--- src/assert_macros.svh ---
// ----------------------------------------------------------------------------
// assert_macros.svh
// Shared concurrent assertion macros for the RTL.
// ----------------------------------------------------------------------------
`ifndef ASSERT_MACROS_SVH
`define ASSERT_MACROS_SVH

// Same-cycle implication, disabled during reset.
`define ASSERT_SAME(label, clk, rst_n, ante, cons, msg) \
    label: assert property (@(posedge clk) disable iff (!rst_n) (ante) |-> (cons)) \
        else $error(msg);

// Next-cycle implication, disabled during reset.
`define ASSERT_NEXT(label, clk, rst_n, ante, cons, msg) \
    label: assert property (@(posedge clk) disable iff (!rst_n) (ante) |=> (cons)) \
        else $error(msg);

`endif

--- src/dis_pkg.sv ---
// ----------------------------------------------------------------------------
// dis_pkg
// Types and character constants for the decimal integer stream parser.
// ----------------------------------------------------------------------------
package dis_pkg;

    localparam int unsigned VALUE_W = 32;
    localparam int unsigned CHAR_W  = 8;
    localparam int unsigned DIGIT_W = 4;
    // magnitude * 10 + 9 fits in VALUE_W + 4 bits
    localparam int unsigned WIDE_W  = VALUE_W + 4;

    localparam logic [CHAR_W-1:0] CHAR_ZERO  = 8'h30;
    localparam logic [CHAR_W-1:0] CHAR_NINE  = 8'h39;
    localparam logic [CHAR_W-1:0] CHAR_PLUS  = 8'h2B;
    localparam logic [CHAR_W-1:0] CHAR_MINUS = 8'h2D;
    localparam logic [CHAR_W-1:0] CHAR_TAB   = 8'h09;
    localparam logic [CHAR_W-1:0] CHAR_CR    = 8'h0D;
    localparam logic [CHAR_W-1:0] CHAR_SPACE = 8'h20;

    localparam logic [WIDE_W-1:0] MAG_LIMIT = 36'h0_7FFF_FFFF;

    typedef enum logic [3:0] {
        PH_BEFORE_SIGN   = 4'b0001,
        PH_BEFORE_DIGITS = 4'b0010,
        PH_DIGITS        = 4'b0100,
        PH_AFTER_DIGITS  = 4'b1000
    } phase_t;

endpackage

--- src/decimal_integer_stream_parser.sv ---
// ----------------------------------------------------------------------------
// decimal_integer_stream_parser
// Streaming ASCII to signed 32-bit decimal integer parser.
// ----------------------------------------------------------------------------
// One ASCII byte per request goes in, one result per request comes out. The
// parser walks through four phases: leading whitespace (codes 9..13 and 32),
// an optional '+' or '-', decimal digits, then trailing whitespace only. A
// byte that does not fit the syntax at its point is reported with accepted=0
// and leaves the parser state untouched. restart=1 clears the state before
// the byte is taken. value is the signed number so far (0 until a digit is
// seen, value_valid marks it usable) and wraps modulo 2^32; overflow is
// sticky once the exact magnitude has passed 2147483647. Throughput is one
// byte per clock unless stalled: the whole update, a multiply by ten done
// as two shifts and an add, plus the phase step, sits between the state
// registers and the result register. The result register lets a new byte
// in while the previous result still waits; in_stall is raised only when
// that register is full and the output side stalls.
module decimal_integer_stream_parser
(
    input  logic                           clk,
    input  logic                           rst_n,
    input  logic                           in_valid,
    output logic                           in_stall,
    input  logic [dis_pkg::CHAR_W-1:0]     ch,
    input  logic                           restart,
    output logic                           out_valid,
    input  logic                           out_stall,
    output logic                           accepted,
    output logic                           value_valid,
    output logic signed [dis_pkg::VALUE_W-1:0] value,
    output logic                           overflow
);
    import dis_pkg::*;
    `include "assert_macros.svh"

    // parser state
    phase_t               phase_reg, phase_next;
    logic [VALUE_W-1:0]   mag_reg,   mag_next;
    logic                 neg_reg,   neg_next;
    logic                 ovf_reg,   ovf_next;

    // result register
    logic                 out_valid_reg;
    logic                 accepted_reg,    accepted_next;
    logic                 value_valid_reg, value_valid_next;
    logic [VALUE_W-1:0]   value_reg,       value_next;
    logic                 ovf_out_reg;

    // working signals
    phase_t               phase_base;
    logic [VALUE_W-1:0]   mag_base;
    logic                 neg_base;
    logic                 ovf_base;
    logic                 is_digit;
    logic                 is_white;
    logic [DIGIT_W-1:0]   digit;
    logic [WIDE_W-1:0]    mag_wide;
    logic [WIDE_W-1:0]    mag_times10;
    logic                 in_fire;

    assign in_stall = out_valid_reg & out_stall;
    assign in_fire  = in_valid & ~in_stall;

    assign out_valid   = out_valid_reg;
    assign accepted    = accepted_reg;
    assign value_valid = value_valid_reg;
    assign value       = value_reg;
    assign overflow    = ovf_out_reg;

    always_comb
    begin
        // restart wipes state before the byte is consumed
        phase_base = restart ? PH_BEFORE_SIGN : phase_reg;
        mag_base   = restart ? '0 : mag_reg;
        neg_base   = restart ? 1'b0 : neg_reg;
        ovf_base   = restart ? 1'b0 : ovf_reg;

        is_digit = (ch >= CHAR_ZERO) && (ch <= CHAR_NINE);
        is_white = ((ch >= CHAR_TAB) && (ch <= CHAR_CR)) || (ch == CHAR_SPACE);
        digit    = DIGIT_W'(ch - CHAR_ZERO);

        // exact magnitude * 10 + digit
        mag_wide    = {{(WIDE_W-VALUE_W){1'b0}}, mag_base};
        mag_times10 = (mag_wide << 3) + (mag_wide << 1)
                    + {{(WIDE_W-DIGIT_W){1'b0}}, digit};

        phase_next    = phase_base;
        mag_next      = mag_base;
        neg_next      = neg_base;
        ovf_next      = ovf_base;
        accepted_next = 1'b0;

        unique case (phase_base)
            PH_AFTER_DIGITS:
            begin
                accepted_next = is_white;
            end
            PH_BEFORE_SIGN, PH_BEFORE_DIGITS:
            begin
                priority if ((phase_base == PH_BEFORE_SIGN) && (ch == CHAR_PLUS))
                begin
                    phase_next    = PH_BEFORE_DIGITS;
                    accepted_next = 1'b1;
                end
                else if ((phase_base == PH_BEFORE_SIGN) && (ch == CHAR_MINUS))
                begin
                    neg_next      = 1'b1;
                    phase_next    = PH_BEFORE_DIGITS;
                    accepted_next = 1'b1;
                end
                else if (is_white)
                begin
                    accepted_next = 1'b1;
                end
                else if (is_digit)
                begin
                    mag_next      = mag_times10[VALUE_W-1:0];
                    ovf_next      = ovf_base | (mag_times10 > MAG_LIMIT);
                    phase_next    = PH_DIGITS;
                    accepted_next = 1'b1;
                end
                else
                begin
                    accepted_next = 1'b0;
                end
            end
            PH_DIGITS:
            begin
                priority if (is_digit)
                begin
                    mag_next      = mag_times10[VALUE_W-1:0];
                    ovf_next      = ovf_base | (mag_times10 > MAG_LIMIT);
                    accepted_next = 1'b1;
                end
                else if (is_white)
                begin
                    phase_next    = PH_AFTER_DIGITS;
                    accepted_next = 1'b1;
                end
                else
                begin
                    accepted_next = 1'b0;
                end
            end
            default:
            begin
                accepted_next = 1'b0;
            end
        endcase

        value_valid_next = (phase_next == PH_DIGITS) || (phase_next == PH_AFTER_DIGITS);
        if (!value_valid_next)
            value_next = '0;
        else if (neg_next)
            value_next = '0 - mag_next;
        else
            value_next = mag_next;
    end

    // parser state, updated on every accepted request
    always_ff @(posedge clk or negedge rst_n)
    begin
        if (!rst_n)
        begin
            phase_reg <= PH_BEFORE_SIGN;
            mag_reg   <= '0;
            neg_reg   <= 1'b0;
            ovf_reg   <= 1'b0;
        end
        else if (in_fire)
        begin
            phase_reg <= phase_next;
            mag_reg   <= mag_next;
            neg_reg   <= neg_next;
            ovf_reg   <= ovf_next;
        end
    end

    // result register valid
    always_ff @(posedge clk or negedge rst_n)
    begin
        if (!rst_n)
            out_valid_reg <= 1'b0;
        else if (in_fire)
            out_valid_reg <= 1'b1;
        else if (!out_stall)
            out_valid_reg <= 1'b0;
    end

    // result payload, no reset
    always_ff @(posedge clk)
    begin
        if (in_fire)
        begin
            accepted_reg    <= accepted_next;
            value_valid_reg <= value_valid_next;
            value_reg       <= value_next;
            ovf_out_reg     <= ovf_next;
        end
    end

    // no digit yet means a zero value
    `ASSERT_SAME(a_value_zero, clk, rst_n, out_valid && !value_valid, value == '0,
        "value nonzero without a digit")
    // overflow stays set until a restart
    `ASSERT_NEXT(a_ovf_sticky, clk, rst_n, ovf_reg && !(in_fire && restart), ovf_reg,
        "overflow flag cleared without restart")
    // a rejected byte leaves the state alone
    `ASSERT_NEXT(a_reject_hold, clk, rst_n, in_fire && !restart && !accepted_next,
        $stable(mag_reg) && $stable(phase_reg) && $stable(neg_reg),
        "rejected byte changed parser state")
    // every accepted request produces a result next cycle
    `ASSERT_NEXT(a_result_out, clk, rst_n, in_fire, out_valid,
        "accepted request gave no result")

endmodule

--- config.mk ---
export PLATFORM = sky130hd
export DESIGN_NAME = decimal_integer_stream_parser
export DESIGN_NICKNAME = d
export VERILOG_FILES = /design/src/dis_pkg.sv /design/src/decimal_integer_stream_parser.sv
export VERILOG_INCLUDE_DIRS = /design/src /design/src/src
export SDC_FILE = /design/constraint.sdc
export NUM_CORES = 1
export LEC_CHECK = 0
export ABC_AREA = 1
export BUFFER_PORTS_ARGS = -buffer_cell sky130_fd_sc_hd__buf_4
export CAP_MARGIN = 20
export CORE_ASPECT_RATIO = 0.7
export CORE_MARGIN = 3
export CORE_UTILIZATION = 40
export CTS_BUF_LIST = sky130_fd_sc_hd__clkbuf_4 sky130_fd_sc_hd__clkbuf_8
export CTS_CLUSTER_SIZE = 14
export DETAILED_ROUTE_END_ITERATION = 10
export GPL_TIMING_DRIVEN = 0
export HOLD_SLACK_MARGIN = 0.05
export SLEW_MARGIN = 20
export SYNTH_ARGS = -nofsm -noshare
export SYNTH_HDL_FRONTEND = slang
export SYNTH_SLANG_ARGS = --single-unit
--- constraint.sdc ---
create_clock -name clk -period 3.44 [get_ports clk]
set_clock_uncertainty 0.15 [all_clocks]
set_input_delay 0.344 -clock clk [delete_from_list [all_inputs] [get_ports clk]]
set_output_delay 0.344 -clock clk [all_outputs]
set_load 0.01 [all_outputs]
# Word-level counts from Yosys, hierarchy flattened
# Index checks and enable logic that the tools add are counted.
# totals
elab_cells	73
output_inout_bits	37
register_bits	74
# op_classes
mux	34
n_bitwise	4
addsub	4
reduce_logical	7
n_eq_ne	10
order_cmp	5
# op_table
op	n
$mux 32	6
$pmux 32 s2	1
$add 35x33->36	1
$add 36x4->36	1
$gt 36x31->1 const B	1
$sub 1x32->32 const A	1
$mux 4	7
$eq 8x6->1 const B	3
$mux 1	17
$eq 4x3->1 const B	2
$eq 4x4->1 const B	2
$ge 8x4->1 const B	1
$ge 8x6->1 const B	1
$le 8x4->1 const B	1
$le 8x6->1 const B	1
$pmux 4 s2	1
$eq 4x1->1 const B	1
$eq 4x2->1 const B	1
$logic_and 1x1->1	4
$sub 4x1->4 const B	1
$pmux 1 s3	1
$and 1x1->1	2
$logic_or 1x1->1	2
$ne 2x1->1 const B	1
4 further kinds	4

# Logic depth before layout (Yosys ltp)
# depth
ltp_word	10
mapped_depth	30

# Least setup slack after synthesis
# Ideal clock, no wire load.
# synth_path
path_type	input to register
start	input port restart
end	register value_reg[29], in the netlist value[29] (data pin)
setup_slack_ps	-122
arrival_time_ps	3162
cell_stages	27
t_required_ps	3040
setup_time_ps	250
path_cell_list	buf_6 > inv_4 > buf_6 > nand2_1 > xor2_1 > inv_1 > ha_1 > inv_1 > fa_1 > inv_1 > nand3_1 > nand2_1 > nand2_1 > nand2_1 > nand2_1 > nand3_1 > nand2_1 > nand2_1 > nand2_2 > nor2_4 > nand3_1 > nand2_2 > nand3_4 > nor2_4 > nand4_1 > nand2_1 > nor2_1
# synth_between
elab_chain_len	10
word_cells_on_any_way	31
# synth_rtl
element	line	rtl
from (decl)	decimal_integer_stream_parser.sv:25	input logic restart,
$mux 32	decimal_integer_stream_parser.sv:74	mag_base = restart ? '0 : mag_reg;
$add 35x33->36	decimal_integer_stream_parser.sv:84	mag_times10 = (mag_wide << 3) + (mag_wide << 1)
$add 36x4->36	decimal_integer_stream_parser.sv:85	+ {{(WIDE_W-DIGIT_W){1'b0}}, digit};
$mux 32	decimal_integer_stream_parser.sv:115, decimal_integer_stream_parser.sv:129	
$mux 32	decimal_integer_stream_parser.sv:111	else if (is_white)
$mux 32	decimal_integer_stream_parser.sv:105	else if ((phase_base == PH_BEFORE_SIGN) && (ch == CHAR_MINUS))
$mux 32	decimal_integer_stream_parser.sv:100	priority if ((phase_base == PH_BEFORE_SIGN) && (ch == CHAR_PLUS))
$pmux 32 s2	decimal_integer_stream_parser.sv:93	unique case (phase_base)
$sub 1x32->32	decimal_integer_stream_parser.sv:155	value_next = '0 - mag_next;
$mux 32	decimal_integer_stream_parser.sv:154	else if (neg_next)
to (signal assigned)	decimal_integer_stream_parser.sv:197	value_reg <= value_next;
to (decl)	decimal_integer_stream_parser.sv:46	logic [VALUE_W-1:0] value_reg, value_next;
# Several ways; a longest one is shown, not always the timed one.
# A chain may end at the register's enable or synchronous reset.

# Worst setup path in the final report
# layout_path
start	register mag_reg[0]
end	register value_reg[23], in the netlist value[23] (data pin)
# layout_between
elab_chain_len	10
# layout_rtl
element	line	rtl
from (decl)	decimal_integer_stream_parser.sv:38	logic [VALUE_W-1:0] mag_reg, mag_next;
from (signal assigned)	decimal_integer_stream_parser.sv:173	mag_reg <= mag_next;
$mux 32 *	decimal_integer_stream_parser.sv:74	
$add 35x33->36	decimal_integer_stream_parser.sv:84	
$add 36x4->36	decimal_integer_stream_parser.sv:85	
$mux 32	decimal_integer_stream_parser.sv:115, decimal_integer_stream_parser.sv:129	
$mux 32	decimal_integer_stream_parser.sv:111	
$mux 32	decimal_integer_stream_parser.sv:105	
$mux 32	decimal_integer_stream_parser.sv:100	
$pmux 32 s2 *	decimal_integer_stream_parser.sv:93	
$sub 1x32->32	decimal_integer_stream_parser.sv:155	
$mux 32 *	decimal_integer_stream_parser.sv:154	
# Mark *: on every way between the ends. The rest lies on a longest branch, timed or not.

==> results.sh <==
export IMPL_status="finished with violations"
export IMPL_violations="setup timing"
export IMPL_dpl_hpwl_mm=19.8
export IMPL_routedWlPerCell_um=15.5
export IMPL_finalPower_w=0.00230
export IMPL_placementRows=42
export IMPL_path_max_fanout=4
export IMPL_vdd_ir_drop_worst_mv=0.164
export IMPL_placed_cell_area_um2=8670
export IMPL_die_w_um=174
export IMPL_port_buffers=47
export IMPL_fin_cells=1646
export IMPL_crit_path_start_kind="flip-flop"
export IMPL_core_um2=19200
export IMPL_finalCriticalPeriod_ns=3.61
export IMPL_cellPowerDensity_nw_per_um2=223
export IMPL_crit_arrival_ns=3.58
export IMPL_synth_xor_area_frac=0.00331
export IMPL_synth_seq_cells=74
export IMPL_seq_area_frac_synth=0.256
export IMPL_netlist_instances=1272
export IMPL_vias_per_cell=5.23
export IMPL_grt_pass1_vias=7819
export IMPL_netlist_area_um2=7930
export IMPL_synth_simple_area_share=0.409
export IMPL_cts_tree="done"
export IMPL_synthAdderAreaFrac=0.103
export IMPL_synth_top_family_by_area="simple AND/OR/NAND/NOR gates"
export IMPL_synth_async_reset_ratio=0.527
export IMPL_fmax_mhz=277
export IMPL_cts_reportedPaths_clkPinSlew_ns=0.09
export IMPL_die_area_um2=21600
export IMPL_vias=8602
export IMPL_worstSetupEndpointType="flip-flop"
export IMPL_synth_cell_types=50
export IMPL_slew_viol_final=0
export IMPL_grt_usage=0.234
export IMPL_setup_viol=15
export IMPL_drive_above_1_share=0.281
export IMPL_synth_edf_count=35
export IMPL_synthMuxAreaShare=0
export IMPL_yosysWarnings=0
export IMPL_p_leak_nw=5.24
export IMPL_utilization=0.539
export IMPL_syn2layout_area_growth_pct=30.4
export IMPL_worst_pin_slew_ns=0.692
export IMPL_drt_pre_antenna_iters=5
export IMPL_overflow=0
export IMPL_wl_mm=25.6
export IMPL_cts_buffer_depth=2
export IMPL_dp_cells=1584
export IMPL_clockRootBuffer="clkbuf_8"
export IMPL_drcViolationCount=0
export IMPL_maxSlewHeadroom=0.539
export IMPL_insertedDiodeCount=0
export IMPL_synth_compound_area_frac=0.108
export IMPL_initial_core_util=0.414
export IMPL_boundaryPins=50
export IMPL_period_share=1.05
export IMPL_drtAntennaViolNets=0
export IMPL_grt_setup_unrepaired="true"
export IMPL_grt_max_degree=40
export IMPL_synth_flop_cell="dfrtp_1"
export IMPL_worstPathRequired_ns=3.40
export IMPL_fin_ws_ns=-0.174
export IMPL_htreeDepth=3
export IMPL_clk_latency_ns=0.36
export IMPL_clock_sinks=74
export IMPL_grt_pass1_wl_mm=40.5
export IMPL_cap_violations=0
export IMPL_crit_type="flip-flop to flip-flop"
export IMPL_hold_path_class="primary input to asynchronous set/reset pin"
export IMPL_final_common_cell="nand2_1"
export IMPL_fill_cells=1963
export IMPL_synth_fp_nets=1350
export IMPL_nets=1455
export IMPL_hold_violations=0
export IMPL_design_area_um2=10300
export IMPL_cts_buffers=9
export IMPL_gp_congestion=0.953
export IMPL_die_height_um=124
export IMPL_syn_avg_cell_area_um2=6.24
export IMPL_antenna_found_initial=0
export IMPL_most_common_layout_cells="nand2_1, inv_1, nor2_1"
export IMPL_first_iter_violations=669
## final timing paths
| check | slack [ns] | startpoint | cells after the start | end |
|---|---|---|---|---|
| setup / recovery | -0.17 | mag_reg[0] | 20 | value[23] |
| setup reg to reg | -0.17 | mag_reg[0] | 20 | value[23] |
| min in group clk | 0.35 | mag_reg[17] | 2 | mag_reg[17] |
| hold reg to reg | 0.35 | mag_reg[17] | 2 | mag_reg[17] |
| hold / removal | 0.33 | rst_n | 2 | mag_reg[30] |
| max in group asynchronous | 2.41 | rst_n | 2 | phase_reg[0] |
## per-stage QoR
| stage | hold WS (ns) | worst slack [ns] | TNS [ns] |
|---|---|---|---|
| 6_report | 0.326 | -0.174 | -1.50 |
| 3_5_place_dp | 0.198 | -0.905 | -18.21 |
| 4_1_cts | 0.347 | -0.0596 | -0.315 |
| 2_1_floorplan | -0.102 | 0.0142 | 0 |
| 3_3_place_gp | 0.199 | -0.904 | -18.41 |
| 5_1_grt | 0.362 | -0.344 | -4.52 |
## worst max-delay path, cell delays in order, from the launching register on
cell and delay (ns):
dfrtp_1 0.41, nand2_2 0.12, xor2_1 0.15, inv_1 0.09, ha_4 0.30, inv_4 0.03, fa_2 0.38, inv_4 0.10
nand3_4 0.08, nand2_4 0.09, buf_6 0.09, nand4_1 0.19, nand4_1 0.18, nand3_2 0.09, o211ai_1 0.16, nand2_1 0.13
nor2_2 0.16, nand3_2 0.12, nand2_2 0.10, nand2_1 0.07, and3_1 0.15
## what timing repair did
item | in CTS | in global routing
gates resized for setup | 158 | 122
setup buffers | 30 | 15
pin swaps | 65 | 71
hold buffers | 3 | 0
endpoints found under the hold margin | 39 | 0
endpoints found under the setup margin | 23 | 24
## area by class of cell
type | instances | area (µm²) | area share
clock buffers | 10 | 138 | 0.0133
inverters | 209 | 797 | 0.0771
plain buffers | 25 | 201 | 0.0195
multi-input cells | 964 | 6010 | 0.582
flip-flops and latches | 74 | 2030 | 0.196
well taps | 264 | 330 | 0.0319
clock inverters | 6 | 63.8 | 0.00617
repair buffers | 94 | 768 | 0.0743
## cell usage after synthesis (6+ instances only)
library cell / instances / area, µm²
nor2_2: 9 / 56.3
nor2_4: 9 / 101
inv_1: 192 / 721
nand2_1: 419 / 1570
o21ai_1: 11 / 55.1
ha_1: 64 / 801
dfrtp_1: 38 / 951
nand3_1: 104 / 521
nor3_1: 15 / 75.1
edfxtp_1: 35 / 1050
inv_2: 11 / 41.3
nor2_1: 137 / 514
o21ai_0: 60 / 300
clkbuf_1: 11 / 41.3
nand4_1: 19 / 119
nand2_2: 13 / 81.3
a21oi_1: 49 / 245
o211ai_1: 6 / 45.0
## power breakdown
| group | internal, W | leakage, nW | switching (W) |
|---|---|---|---|
| Combinational | 0.000218 | 4.25 | 0.000397 |
| Sequential | 0.000965 | 0.883 | 0.0000168 |
| Clock | 0.000355 | 0.103 | 0.000349 |
| Total | 0.00154 | 5.24 | 0.000763 |
## cell families after synthesis
family	count (synthesis)
flip-flops	74
AND/OR/NAND/NOR	744
XOR/XNOR	3
buffers and inverters	234
AO/OA/AOI/OAI	152
adder cells (fa/ha/maj)	65
## metal layers
metal | global-route usage | up-vias | wire length [µm]
li1 | - | 4289 | -
met1 | 0.354 | 4011 | 12500
met2 | 0.366 | 269 | 11100
met3 | 0.0311 | 33 | 1620
met4 | 0.0291 | 0 | 303
met5 | 0 | - | 0
(Power assumes the default switching activity.)
